File: src/design/cts_pkg.sv
// Shared types and constants for the CPU task scheduler.
// Used by cts_mod_unit, cts_mem and cpu_task_scheduler_core.
package cts_pkg;

  localparam int MAX_TASKS_DEF = 16;
  localparam int TW = 16;   // time, burst, remaining width
  localparam int PW = 8;    // priority width
  localparam int QW = 8;    // quantum width

  localparam logic [2:0] POL_FCFS = 3'd0;
  localparam logic [2:0] POL_SJF  = 3'd1;
  localparam logic [2:0] POL_RR   = 3'd2;
  localparam logic [2:0] POL_SRTF = 3'd3;
  localparam logic [2:0] POL_PRIO = 3'd4;

  localparam logic OP_LOAD = 1'b0;
  localparam logic OP_TICK = 1'b1;

  localparam logic CFG_POLICY  = 1'b0;
  localparam logic CFG_QUANTUM = 1'b1;

  typedef struct packed {
    logic [TW-1:0] burst;
    logic [PW-1:0] prio;
    logic [TW-1:0] arrival;
    logic [TW-1:0] remaining;
  } entry_t;

  typedef struct packed {
    logic          done;
    logic [QW-1:0] rem;
  } mod_stat_t;

endpackage

File: src/design/cts_mod_unit.sv
// Bit-serial remainder unit: one dividend bit per cycle.
// Depends on cts_pkg.
module cts_mod_unit (
  input  logic                   clk,
  input  logic                   rst,
  input  logic                   start,
  input  logic [cts_pkg::TW-1:0] dividend,
  input  logic [cts_pkg::QW-1:0] divisor,
  output cts_pkg::mod_stat_t     stat
);
  import cts_pkg::*;

  logic [TW-1:0] shreg;
  logic [QW:0]   rem;
  logic [QW:0]   trial;
  logic [3:0]    cnt;
  logic          busy;
  logic          done;

  assign trial = {rem[QW-1:0], shreg[TW-1]};

  always_ff @(posedge clk) begin
    if (rst) begin
      busy <= 1'b0;
      done <= 1'b0;
      cnt  <= '0;
    end else if (start) begin
      busy <= 1'b1;
      done <= 1'b0;
      cnt  <= '0;
    end else if (busy) begin
      cnt <= cnt + 4'd1;
      if (cnt == 4'd15) begin
        busy <= 1'b0;
        done <= 1'b1;
      end
    end
  end

  always_ff @(posedge clk) begin
    if (start) begin
      shreg <= dividend;
      rem   <= '0;
    end else if (busy) begin
      shreg <= {shreg[TW-2:0], 1'b0};
      if (trial >= {1'b0, divisor}) begin
        rem <= trial - {1'b0, divisor};
      end else begin
        rem <= trial;
      end
    end
  end

  assign stat.done = done;
  assign stat.rem  = rem[QW-1:0];

endmodule

File: src/design/cts_mem.sv
// Task table: one synchronous memory, registered read, with per-slot valid
// bits so that unwritten slots read as zero remaining work. Depends on cts_pkg.
module cts_mem #(
  parameter int MAX_TASKS = cts_pkg::MAX_TASKS_DEF,
  parameter int SW        = $clog2(MAX_TASKS)
) (
  input  logic            clk,
  input  logic            rst,
  input  logic            we,
  input  logic [SW-1:0]   waddr,
  input  cts_pkg::entry_t wdata,
  input  logic [SW-1:0]   raddr,
  output cts_pkg::entry_t rdata
);
  import cts_pkg::*;

  entry_t                mem [MAX_TASKS];
  logic [MAX_TASKS-1:0]  valid;
  entry_t                data_q;
  logic                  vld_q;

  always_ff @(posedge clk) begin
    if (we) begin
      mem[waddr] <= wdata;
    end
    data_q <= mem[raddr];
  end

  always_ff @(posedge clk) begin
    if (rst) begin
      valid <= '0;
      vld_q <= 1'b0;
    end else begin
      if (we) begin
        valid[waddr] <= 1'b1;
      end
      vld_q <= valid[raddr];
    end
  end

  always_comb begin
    rdata = data_q;
    if (!vld_q) begin
      rdata.remaining = '0;
    end
  end

endmodule

File: src/design/cpu_task_scheduler_core.sv
// CPU task scheduler top level: sequencer, scan and decision logic.
// Depends on cts_pkg, cts_mem, cts_mod_unit.
//
//  channel | dir | handshake        | contents
//  s_*     | in  | s_tvalid/tready  | load or tick word (tuser = opcode)
//  m_*     | out | m_tvalid/tready  | one result word per input word
//  cfg_*   | in  | cfg_we           | policy (index 0), quantum (index 1)
//
// A load passes through the load state. During a tick the scan reads one slot
// per cycle from the task memory while the quantum remainder unit runs in
// parallel. Reset is synchronous and clears the valid bits at once, so no
// clearing pass is needed. A stalled result holds the sequencer in its final
// state; a new word is taken only when idle.
module cpu_task_scheduler_core #(
  parameter int MAX_TASKS = cts_pkg::MAX_TASKS_DEF
) (
  input  logic        clk,
  input  logic        rst,
  input  logic        s_tvalid,
  output logic        s_tready,
  // [3:0] entry_index, [19:4] entry_burst, [27:20] entry_priority,
  // [43:28] entry_arrival, [59:44] tick_time, [63:60] zero
  input  logic [63:0] s_tdata,
  // [0] opcode
  input  logic        s_tuser,
  output logic        m_tvalid,
  input  logic        m_tready,
  // [0] ran_valid, [4:1] ran_id, [20:5] remaining_after, [21] finished,
  // [37:22] turnaround, [53:38] wait_time, [55:54] zero
  output logic [55:0] m_tdata,
  input  logic        cfg_we,
  input  logic        cfg_index,
  input  logic [7:0]  cfg_data
);
  import cts_pkg::*;

  localparam int SW = $clog2(MAX_TASKS);
  localparam int CW = SW + 1;
  localparam logic [SW-1:0] LAST = SW'(MAX_TASKS - 1);

  localparam logic [2:0] ST_IDLE = 3'd0;
  localparam logic [2:0] ST_LOAD = 3'd1;
  localparam logic [2:0] ST_SCAN = 3'd2;
  localparam logic [2:0] ST_DEC  = 3'd3;

  logic [2:0]    state;
  logic [2:0]    policy;
  logic [QW-1:0] quantum;
  logic          locked;
  logic [SW-1:0] cur;
  logic          rr_first;

  logic [TW-1:0] t;
  logic [SW-1:0] start;
  logic [CW-1:0] cnt;
  logic          rd_pend;
  logic [SW-1:0] rd_slot;

  logic          first_f, wrap_f, min_f;
  logic [SW-1:0] first_k, wrap_k, min_k;
  entry_t        first_e, wrap_e, min_e, cur_e;
  logic [TW-1:0] min_key;

  logic          mem_we;
  logic [SW-1:0] mem_waddr;
  entry_t        mem_wdata;
  entry_t        rdata;
  mod_stat_t     mstat;

  logic          accept;
  logic          out_free;
  logic [3:0]    in_idx;
  logic [TW-1:0] in_tick;
  logic          ld_ok;
  logic [SW-1:0] cur_inc;
  logic [QW-1:0] qdiv;

  assign in_idx   = s_tdata[3:0];
  assign in_tick  = s_tdata[59:44];
  assign s_tready = (state == ST_IDLE);
  assign accept   = s_tvalid && s_tready;
  assign out_free = !m_tvalid || m_tready;
  assign ld_ok    = (32'(in_idx) < MAX_TASKS);
  assign cur_inc  = (cur == LAST) ? '0 : cur + 1'b1;
  assign qdiv     = (quantum == '0) ? QW'(1) : quantum;

  cts_mem #(.MAX_TASKS(MAX_TASKS), .SW(SW)) u_mem (
    .clk   (clk),
    .rst   (rst),
    .we    (mem_we),
    .waddr (mem_waddr),
    .wdata (mem_wdata),
    .raddr (cnt[SW-1:0]),
    .rdata (rdata)
  );

  cts_mod_unit u_mod (
    .clk      (clk),
    .rst      (rst),
    .start    (accept && s_tuser == OP_TICK),
    .dividend (in_tick - 16'd1),
    .divisor  (qdiv),
    .stat     (mstat)
  );

  // Configuration
  always_ff @(posedge clk) begin
    if (rst) begin
      policy  <= POL_FCFS;
      quantum <= QW'(2);
    end else if (cfg_we) begin
      unique case (cfg_index)
        CFG_POLICY:  policy  <= cfg_data[2:0];
        CFG_QUANTUM: quantum <= cfg_data;
        default:     ;
      endcase
    end
  end

  // Scan evaluation of the word read in the previous cycle
  logic          ev_ready;
  logic [TW-1:0] ev_key;
  assign ev_ready = (t > rdata.arrival) && (rdata.remaining != '0);
  assign ev_key   = (policy == POL_PRIO) ? TW'(rdata.prio) : rdata.remaining;

  always_ff @(posedge clk) begin
    if (accept) begin
      first_f <= 1'b0;
      wrap_f  <= 1'b0;
      min_f   <= 1'b0;
      t       <= in_tick;
      start   <= rr_first ? '0 : cur_inc;
    end else if (state == ST_SCAN && rd_pend) begin
      if (ev_ready && !first_f) begin
        first_f <= 1'b1;
        first_k <= rd_slot;
        first_e <= rdata;
      end
      if (ev_ready && !wrap_f && rd_slot >= start) begin
        wrap_f <= 1'b1;
        wrap_k <= rd_slot;
        wrap_e <= rdata;
      end
      if (ev_ready && (!min_f || ev_key < min_key)) begin
        min_f   <= 1'b1;
        min_k   <= rd_slot;
        min_e   <= rdata;
        min_key <= ev_key;
      end
      if (rd_slot == cur) begin
        cur_e <= rdata;
      end
    end
  end

  // Decision
  logic          run;
  logic [SW-1:0] tgt_k;
  entry_t        tgt_e;
  logic          locked_next;
  logic [SW-1:0] cur_next;
  logic          rr_first_next;
  logic          sched;
  logic          lock_eff;
  logic          tgt_ready;
  logic [TW-1:0] rem_after;
  logic          fin;
  logic [TW-1:0] ta;
  logic [TW-1:0] wt;

  always_comb begin
    run           = 1'b0;
    tgt_k         = cur;
    tgt_e         = cur_e;
    locked_next   = locked;
    cur_next      = cur;
    rr_first_next = rr_first;
    lock_eff      = 1'b0;
    sched         = (t != '0) && (mstat.rem == '0);
    case (policy)
      POL_FCFS: begin
        run   = first_f;
        tgt_k = first_k;
        tgt_e = first_e;
      end
      POL_SRTF: begin
        run   = min_f;
        tgt_k = min_k;
        tgt_e = min_e;
      end
      POL_SJF, POL_PRIO: begin
        if (!locked && min_f) begin
          tgt_k    = min_k;
          tgt_e    = min_e;
          cur_next = min_k;
        end
        lock_eff = locked || min_f;
      end
      POL_RR: begin
        if (sched) begin
          rr_first_next = 1'b0;
          if (wrap_f) begin
            run = 1'b1; tgt_k = wrap_k; tgt_e = wrap_e; cur_next = wrap_k;
          end else if (first_f) begin
            run = 1'b1; tgt_k = first_k; tgt_e = first_e; cur_next = first_k;
          end else begin
            cur_next = (start == '0) ? LAST : start - 1'b1;
          end
        end
      end
      default: ;
    endcase
    tgt_ready = (t > tgt_e.arrival) && (tgt_e.remaining != '0);
    if (policy == POL_RR && !sched) begin
      run = tgt_ready;
    end
    if (lock_eff) begin
      run = (policy == POL_SJF) ? tgt_ready : (tgt_e.remaining != '0);
    end
    run       = run && (tgt_e.remaining != '0);
    rem_after = run ? tgt_e.remaining - 1'b1 : tgt_e.remaining;
    if (lock_eff) begin
      locked_next = (rem_after != '0);
    end
    fin = run && (rem_after == '0);
    ta  = (t > tgt_e.arrival) ? t - tgt_e.arrival : '0;
    wt  = (ta > tgt_e.burst) ? ta - tgt_e.burst : '0;
  end

  logic dec_go;
  assign dec_go = (state == ST_DEC) && mstat.done && out_free;

  // Memory write: loads in idle, write-back at decision; scan reads never
  // overlap either, so no forwarding is needed.
  always_comb begin
    mem_we    = 1'b0;
    mem_waddr = tgt_k;
    mem_wdata = tgt_e;
    mem_wdata.remaining = rem_after;
    if (accept && s_tuser == OP_LOAD) begin
      mem_we    = ld_ok;
      mem_waddr = SW'(in_idx);
      mem_wdata.burst     = s_tdata[19:4];
      mem_wdata.prio      = s_tdata[27:20];
      mem_wdata.arrival   = s_tdata[43:28];
      mem_wdata.remaining = s_tdata[19:4];
    end else if (dec_go) begin
      mem_we = run;
    end
  end

  // Sequencer
  always_ff @(posedge clk) begin
    if (rst) begin
      state    <= ST_IDLE;
      cnt      <= '0;
      rd_pend  <= 1'b0;
      locked   <= 1'b0;
      cur      <= '0;
      rr_first <= 1'b1;
    end else begin
      unique case (state)
        ST_IDLE: begin
          if (accept) begin
            cnt     <= '0;
            rd_pend <= 1'b0;
            state   <= (s_tuser == OP_TICK) ? ST_SCAN : ST_LOAD;
          end
        end
        ST_LOAD: begin
          if (out_free) begin
            state <= ST_IDLE;
          end
        end
        ST_SCAN: begin
          rd_pend <= (cnt != CW'(MAX_TASKS));
          rd_slot <= cnt[SW-1:0];
          if (cnt == CW'(MAX_TASKS)) begin
            state <= ST_DEC;
          end else begin
            cnt <= cnt + 1'b1;
          end
        end
        ST_DEC: begin
          if (dec_go) begin
            locked   <= locked_next;
            cur      <= cur_next;
            rr_first <= rr_first_next;
            state    <= ST_IDLE;
          end
        end
        default: state <= ST_IDLE;
      endcase
    end
  end

  // Output register
  always_ff @(posedge clk) begin
    if (rst) begin
      m_tvalid <= 1'b0;
    end else if (state == ST_LOAD && out_free) begin
      m_tvalid <= 1'b1;
    end else if (dec_go) begin
      m_tvalid <= 1'b1;
    end else if (m_tready) begin
      m_tvalid <= 1'b0;
    end
  end

  always_ff @(posedge clk) begin
    if (state == ST_LOAD && out_free) begin
      m_tdata <= '0;
    end else if (dec_go) begin
      m_tdata <= {2'b00,
                  fin ? wt : 16'd0,
                  fin ? ta : 16'd0,
                  fin,
                  run ? rem_after : 16'd0,
                  run ? 4'(tgt_k) : 4'd0,
                  run};
    end
  end

  a_fin_ran: assert property (@(posedge clk) disable iff (rst)
    m_tvalid && m_tdata[21] |-> m_tdata[0])
    else $error("finished result without a run");

  a_no_write_in_scan: assert property (@(posedge clk) disable iff (rst)
    state == ST_SCAN |-> !mem_we)
    else $error("task memory written during scan");

  a_lock_policy: assert property (@(posedge clk) disable iff (rst)
    $rose(locked) |-> $past(policy) == POL_SJF || $past(policy) == POL_PRIO)
    else $error("lock taken under a non-locking policy");

endmodule
File: config.mk
export PLATFORM = sky130hd
export DESIGN_NAME = cpu_task_scheduler_core
export DESIGN_NICKNAME = d
export VERILOG_FILES = /design/src/design/cts_pkg.sv /design/src/design/cts_mod_unit.sv /design/src/design/cts_mem.sv /design/src/design/cpu_task_scheduler_core.sv
export SDC_FILE = /design/constraint.sdc
export NUM_CORES = 2
export LEC_CHECK = 0
export BUFFER_PORTS_ARGS = -buffer_cell sky130_fd_sc_hd__buf_2
export CAP_MARGIN = 10
export CORE_MARGIN = 1.5
export CORE_UTILIZATION = 62
export DETAILED_ROUTE_END_ITERATION = 6
export PLACE_DENSITY = 0.77
export REMOVE_ABC_BUFFERS = 1
export SYNTH_ARGS = -nofsm -noshare
export SYNTH_HDL_FRONTEND = slang
export SYNTH_SLANG_ARGS = --single-unit
File: constraint.sdc
create_clock -name clk -period 16.9 [get_ports clk]
set_clock_uncertainty 0.05 [all_clocks]
set_input_delay 3.38 -clock clk [delete_from_list [all_inputs] [get_ports clk]]
set_output_delay 3.38 -clock clk [all_outputs]
set_load 0.01 [all_outputs]
* Yosys cells after proc, flatten, opt, wreduce, memory -nomap -nowiden
Memory sizes are Yosys's and may differ from the RTL's. A register that Yosys moved wholly into a read port is not among the register bits.
Index checks and enable logic that the tools add are counted.
** Storage, ports and cells
- Flip-flop bits (word level) :: 407
- Memory bits (writable) :: 896
- Bits of input ports :: 79
- Output and inout bits :: 58
- Logic and storage cells :: 210
- Memories :: 1
** Memory list
- u_mem.mem :: words 16, bits a word 56, read ports 1, clocked after memory_dff 1, wr ports 1, RTL line cts_mem.sv:17 : entry_t mem [MAX_TASKS];
** Operators by class
- $add $sub $neg :: 9
- Order comparisons :: 9
- Eq/ne operators :: 18
- Multiplexer cells :: 63
- Bitwise logic cells :: 5
- Reduce and logical (&&, ||, !) cells :: 62
** Operator list (number)
- 56-bit two-way mux :: 5
- 56-bit case mux with 4 select lines :: 1
- 16-bit two-way mux :: 10
- 16-bit nonzero test :: 4
- 16-bit greater-than comparator :: 3
- 4-bit two-way mux :: 10
- 16-bit by 1-bit subtractor with 16-bit output, second input constant :: 2
- 16-bit subtractor :: 2
- 1-bit two-way mux :: 20
- 1-bit logical AND :: 19
- 3-bit AND reduction :: 6
- 16-bit zero test :: 1
- 8-bit zero test :: 2
- 16-bit less-than comparator :: 1
- 8-bit two-way mux :: 2
- 16-bit bitwise OR :: 1
- 4-bit case mux with 4 select lines :: 1
- 2-bit AND reduction :: 8
- 3-bit by 2-bit == test with 1-bit output, second input constant :: 4
- 3-bit two-way mux :: 4
- 3-bit case mux with 4 select lines :: 1
- 4-bit AND reduction :: 3
- 4-bit by 5-bit less-than comparator with 1-bit output, second input constant :: 2
- 5-bit two-way mux :: 2
- other kinds (30) :: 52

* Depth between registers and ports, before layout
- Depth in word-level cells :: 13
- Mapped depth :: 34
- Mapped depth without buffers :: 28

* Modules after synthesis
A second synthesis with hierarchy kept.
** Unflattened totals
- Cells, all modules :: 3801
- Area total of the unflattened synthesis :: 57637.8 µm²
** By module, submodules not included
- cts_mem :: times used 1, cells each 1514, area each 35681.7 µm², seq. area each 28367.2 µm²
- cpu_task_scheduler_core :: times used 1, cells each 2123, area each 20241.9 µm², seq. area each 9949.5 µm²
- cts_mod_unit :: times used 1, cells each 164, area each 1714.1 µm², seq. area each 760.7 µm²

* Worst setup path before layout
Ideal clock, no wire load.
- Kind :: register -> register
- Start :: register policy[2]
- End :: register min_e[0] in the netlist's numbering, enable pin
- Library setup time :: 718 ps
- Arrival time :: 11010 ps
- Required time :: 16132 ps
- Setup slack :: 5123 ps
- Cell stages (with the launch flop) :: 15
- Path buffers :: 4
- Clock period less this slack :: 11777 ps
- Path through :: dfxtp_1 -> clkbuf_1 -> buf_2 -> buf_2 -> nor3b_1 -> clkbuf_1 -> mux2_2 -> ha_1 -> a21o_1 -> a21o_1 -> a21o_1 -> a21o_1 -> a21oi_1 -> o21ai_0 -> o41ai_1
** On the way
- Cells in the longest elaborated chain, start to end :: 6
** Ends and longest elaborated chain
- start, declared :: RTL line cpu_task_scheduler_core.sv:47 : logic [2:0] policy;
- start signal, assigned :: RTL line cpu_task_scheduler_core.sv:113 : CFG_POLICY: policy <= cfg_data[2:0];
- 3-bit == test :: RTL line cpu_task_scheduler_core.sv:124 : assign ev_key = (policy == POL_PRIO) ? TW'(rdata.prio) : rdata.remaining;
- 16-bit two-way mux :: RTL line cpu_task_scheduler_core.sv:124
- net ev_key[1] :: RTL line cpu_task_scheduler_core.sv:122 : logic [TW-1:0] ev_key;
- 16-bit less-than comparator :: RTL line cpu_task_scheduler_core.sv:144 : if (ev_ready && (!min_f || ev_key < min_key)) begin
- 1-bit logical OR :: RTL line cpu_task_scheduler_core.sv:144
- 1-bit logical AND :: RTL line cpu_task_scheduler_core.sv:144
- 3-bit AND reduction (no line)
- end signal, assigned :: RTL line cpu_task_scheduler_core.sv:147 : min_e <= rdata;
- end, declared :: RTL line cpu_task_scheduler_core.sv:61 : entry_t first_e, wrap_e, min_e, cur_e;
The timed path passes the listed nets, and every way through them passes these cells.
A chain may end at the register's enable or synchronous reset.

* Final worst setup path
- Start :: register t[10]
- End :: memory u_mem.mem[4][13] in the netlist's numbering, enable pin
** On the way
- Cells in the longest elaborated chain, start to end :: 13
- Elaborated cells between the ends (all ways) :: 22
- Classes of those cells :: order compare (1); mux (14); reduce/logical (7)
** Ends and longest elaborated chain
- start, declared :: RTL line cpu_task_scheduler_core.sv:53 : logic [TW-1:0] t;
- start signal, assigned :: RTL line cpu_task_scheduler_core.sv:131 : t <= in_tick;
- 16-bit nonzero test :: RTL line cpu_task_scheduler_core.sv:179 : sched = (t != '0) && (mstat.rem == '0);
- 1-bit logical AND :: RTL line cpu_task_scheduler_core.sv:179
- 56-bit two-way mux :: RTL line cpu_task_scheduler_core.sv:200 : if (sched) begin
- 56-bit case mux with 4 select lines :: RTL line cpu_task_scheduler_core.sv:180 : case (policy)
- 16-bit greater-than comparator / 16-bit nonzero test (equally long branches) :: RTL line cpu_task_scheduler_core.sv:213, cpu_task_scheduler_core.sv:218, cpu_task_scheduler_core.sv:220
- 1-bit logical AND :: RTL line cpu_task_scheduler_core.sv:213 : tgt_ready = (t > tgt_e.arrival) && (tgt_e.remaining != '0);
- 1-bit two-way mux, on equally long branches :: RTL line cpu_task_scheduler_core.sv:214, cpu_task_scheduler_core.sv:218
- 1-bit two-way mux :: RTL line cpu_task_scheduler_core.sv:217 : if (lock_eff) begin
- 1-bit logical AND :: RTL line cpu_task_scheduler_core.sv:220 : run = run && (tgt_e.remaining != '0);
- 1-bit two-way mux :: RTL line cpu_task_scheduler_core.sv:247 : end else if (dec_go) begin
- 1-bit two-way mux :: RTL line cpu_task_scheduler_core.sv:240 : if (accept && s_tuser == OP_LOAD) begin
- 1-bit two-way mux :: RTL line cts_mem.sv:23 : if (we) begin
- 1-bit two-way mux (not written as such) :: RTL line cts_mem.sv:24 : mem[waddr] <= wdata;
- end, declared :: RTL line cts_mem.sv:17
Several ways; a longest one is shown, not always the timed one.

==> run summary <==
outcome: finished with violations
failing checks: DRC
sequential share of the synthesized area: 0.679
Clock Latency Late Sink: 0.76 ns
largest family of logic cells by synthesized area: multiplexers
Max clock buf depth: 3
Final Instance Area: 0.0646 mm2
r2r endpoint: u_mem.mem[4][13]
worst flop-to-flop path startpoint: t[10]
Initial Utilization: 0.627
unrepaired setup endpoints after global routing: false
post-CTS setup buffer count: 0
sequential power share: 0.496
vias in the first global route: 34500
compound-cell area share of the yosys netlist: 0.0801
post-synthesis adder-cell area fraction: 0.0193
Synth async-reset ratio: 0
met1 Use GR: 0.464
Max H-tree Level: 4
CTS tree: done
synthesized netlist cell count: 3649
RePlAce Congestion: 0.949
Buf+Inv Stages, Crit Path: 3
Yosys Warn Count: 0
# port buffers: 130
FILL cells: 5713
WHS Endpoint: m_tdata[50]
Fin. Hold Viols: 0
Die Area: 0.0946 mm2
Hold Path Class: flop to flop
Clock power frac: 0.400
diodes inserted: 0
Seq cells post-synth: 1358
grt peak-use layer: met2
largest net degree at the start of global routing: 107
number of synthesized flops with an enable pin: 1188
first-pass GRT wire length: 224000 um
R2R cell count: 19
ys flop type: edfxtp_1
Max Slew Vio Count: 0
wire per inst: 29.7 um
Crit path arrival time: 9.52 ns
final core utilization: 0.704
setup TNS: 0 ns
hold_buf cts: 0
DRC: 1
num ports: 137
commonest non-fill, non-tap cell in the layout: edfxtp_1
final cycle utilization of the critical path: 0.544
Worst-path clk slew: 0.06 ns
Via density: 6.78
Slew HR: 0.156
Global Route met2 Usage: 0.508
CTS buffer count: 137
First-pass DRT Iterations: 7
Max Freq: 109 MHz
standard-cell rows: 111
HPWL after detailed placement: 89900 um
layout net count: 3986
DRT Wirelength: 154000 um
Area after DPL: 0.0600 mm2
simple-gate share of the synthesized area: 0.0675
GRT overflow: 0
Root Buffer Master: clkbuf_16
Gate power share: 0.104
Cell Area, Synth: 0.0575 mm2
die width: 308 um
most frequent cells in the layout: edfxtp_1, mux4_2, nand2_1
antenna-violating nets left: 0
hold depth: 2
crit path max fanout: 36
Pleak: 21.5 nW
Min Clock Period, post-route: 9.20 ns
DR vias: 35100
Die H: 308 um
Worst Setup End Kind: flop
worst setup path class: flop to flop
Pwr Density: 119 mW/mm2
crit-path cells: nor4_1 -> and4_1 -> nor2_2 -> nand2_1 -> buf_4 -> a21oi_1 -> o22ai_1 -> ha_1 -> a21oi_1 -> a31o_2 -> a21oi_1 -> o21a_1 -> o22a_1 -> o211ai_1 -> buf_4 -> o22a_1 -> nand2b_1 -> nor2_4 -> buf_4
initial antenna violation count: 5
post-synthesis mux area share: 0.121
Global Route Usage Sum: 0.329
CORE AREA: 0.0918 mm2
Avg Inst Size Synth: 15.8 um2
internal power: 5.83 mW
Psw: 1.84 mW
worst setup path startpoint: t[10]
layout cells sized above 1: 0.225
M3 GR Usage: 0.0657
Worst Tran Pin Value: 1.26 ns
Synth Area in XOR/XNOR: 0.0112
Setup crit start kind: flop
clk sinks: 1358
CP max-delay cell: nor2_4
CTS resizes: 0
worst reg2reg setup slack: 7.70 ns
worst hold start: m_tdata[50]
WP data required: 17.22 ns
Max IR drop VDD: 0.117 mV
Largest delay share family, worst path: simple AND/OR/NAND/NOR gates
sw frac: 0.240
synth unique cells: 92
Area growth, synth to finish: 12.4%
DRT iter0 DRCs: 5365
slowest stage delay, CP: 1.10 ns
max cap viols: 0
Final Setup Violations: 0
## cell families (layout without fill, tap and decap cells)
logic type      count (synthesis)  count (layout)
compound gates                688             688
xor+xnor                       73              73
fa+ha+maj                      87              87
buf+inv                       314             599
flops                        1358            1358
mux                           337             337
other cells                     1               2
simple gates                  791             791
## state kept, by name, summed over array words and instances, names as in the netlist, 3 cells and up
register,count
u_mod.shreg,16
min_e,56
first_k,4
wrap_k,4
m_tdata,54
u_mod.cnt,4
cnt,5
u_mem.valid,16
u_mem.mem,896
first_e,56
start,4
u_mod.rem,8
u_mem.data_q,16
policy,3
t,16
cur_e,56
u_mem.rdata,40
min_key,16
min_k,4
wrap_e,56
quantum,8
rd_slot,4
cur,4
## how the worst max path moves through the flow
stage / end / depth (start not counted)
global route: u_mem.mem[7][3] / 19
detailed placement: u_mem.mem[4][44] / 19
CTS: u_mem.mem[4][2] / 19
finish: u_mem.mem[4][13] / 19
floorplan: min_e[0] / 10
global placement: u_mem.mem[4][44] / 19
## synth_stat cells (52+ instances only)
cell type     n  area share
a21oi_1     184       0.016
clkbuf_1    157       0.010
o21ai_0      98      0.0085
ha_1         84       0.018
nor2_1      154       0.010
mux4_2      285        0.11
o22ai_1      93       0.010
edfxtp_1   1188        0.62
nand2b_1     64      0.0070
inv_1        91      0.0059
dfxtp_1     170       0.059
nand2_1     269       0.018
nor3_1       52      0.0045
## power by group through the flow
stage / combinational, mW / clock (mW) / sequential, mW
after floorplan: 0.503 / 0 / 3.88
after global placement: 0.757 / 0 / 3.87
after detailed placement: 0.770 / 0 / 3.88
after CTS: 0.780 / 3.09 / 3.81
after global routing: 0.865 / 3.22 / 3.81
final: 0.799 / 3.07 / 3.81
## through the flow
stage / instances / worst slack [ns] / power [mW] / hold slack [ns]
2_1_floorplan: 3428 / 3.42 / 4.38 / 0.377
3_3_place_gp: 4923 / 8.04 / 4.63 / 0.388
3_5_place_dp: 4923 / 7.98 / 4.65 / 0.391
4_1_cts: 5177 / 7.95 / 7.67 / 0.405
5_1_grt: 5178 / 7.34 / 7.89 / 0.419
6_report: 5178 / 7.70 / 7.68 / 0.402
## metal layers
layer | wire length (um) | part of all wire
met5 | 35 | 0.00023
met4 | 6900 | 0.045
met3 | 17600 | 0.11
met2 | 71000 | 0.46
met1 | 58100 | 0.38
## area by class of cell
class	count	area, um2	share of cell area
Sequential cell	1358	39100	0.605
Multi-Input combinational cell	1978	17400	0.270
Clock buffer	183	3810	0.0590
Timing Repair Buffer	253	1600	0.0247
Tap cell	1243	1560	0.0241
Clock inverter	71	779	0.0121
Inverter	92	345	0.00534
## worst register-to-register path: stages (launching register included)
cell      delay [ns]
edfxtp_1        0.47
nor4_1          0.46
and4_1          0.55
nor2_2          0.09
nand2_1         0.80
buf_4           0.47
a21oi_1         0.12
o22ai_1         0.54
ha_1            0.34
a21oi_1         0.11
a31o_2          0.27
a21oi_1         0.31
o21a_1          0.60
o22a_1          0.45
o211ai_1        0.26
buf_4           0.29
o22a_1          0.24
nand2b_1        0.44
nor2_4          1.10
buf_4           0.79
Power figures use the tool's default switching activity.
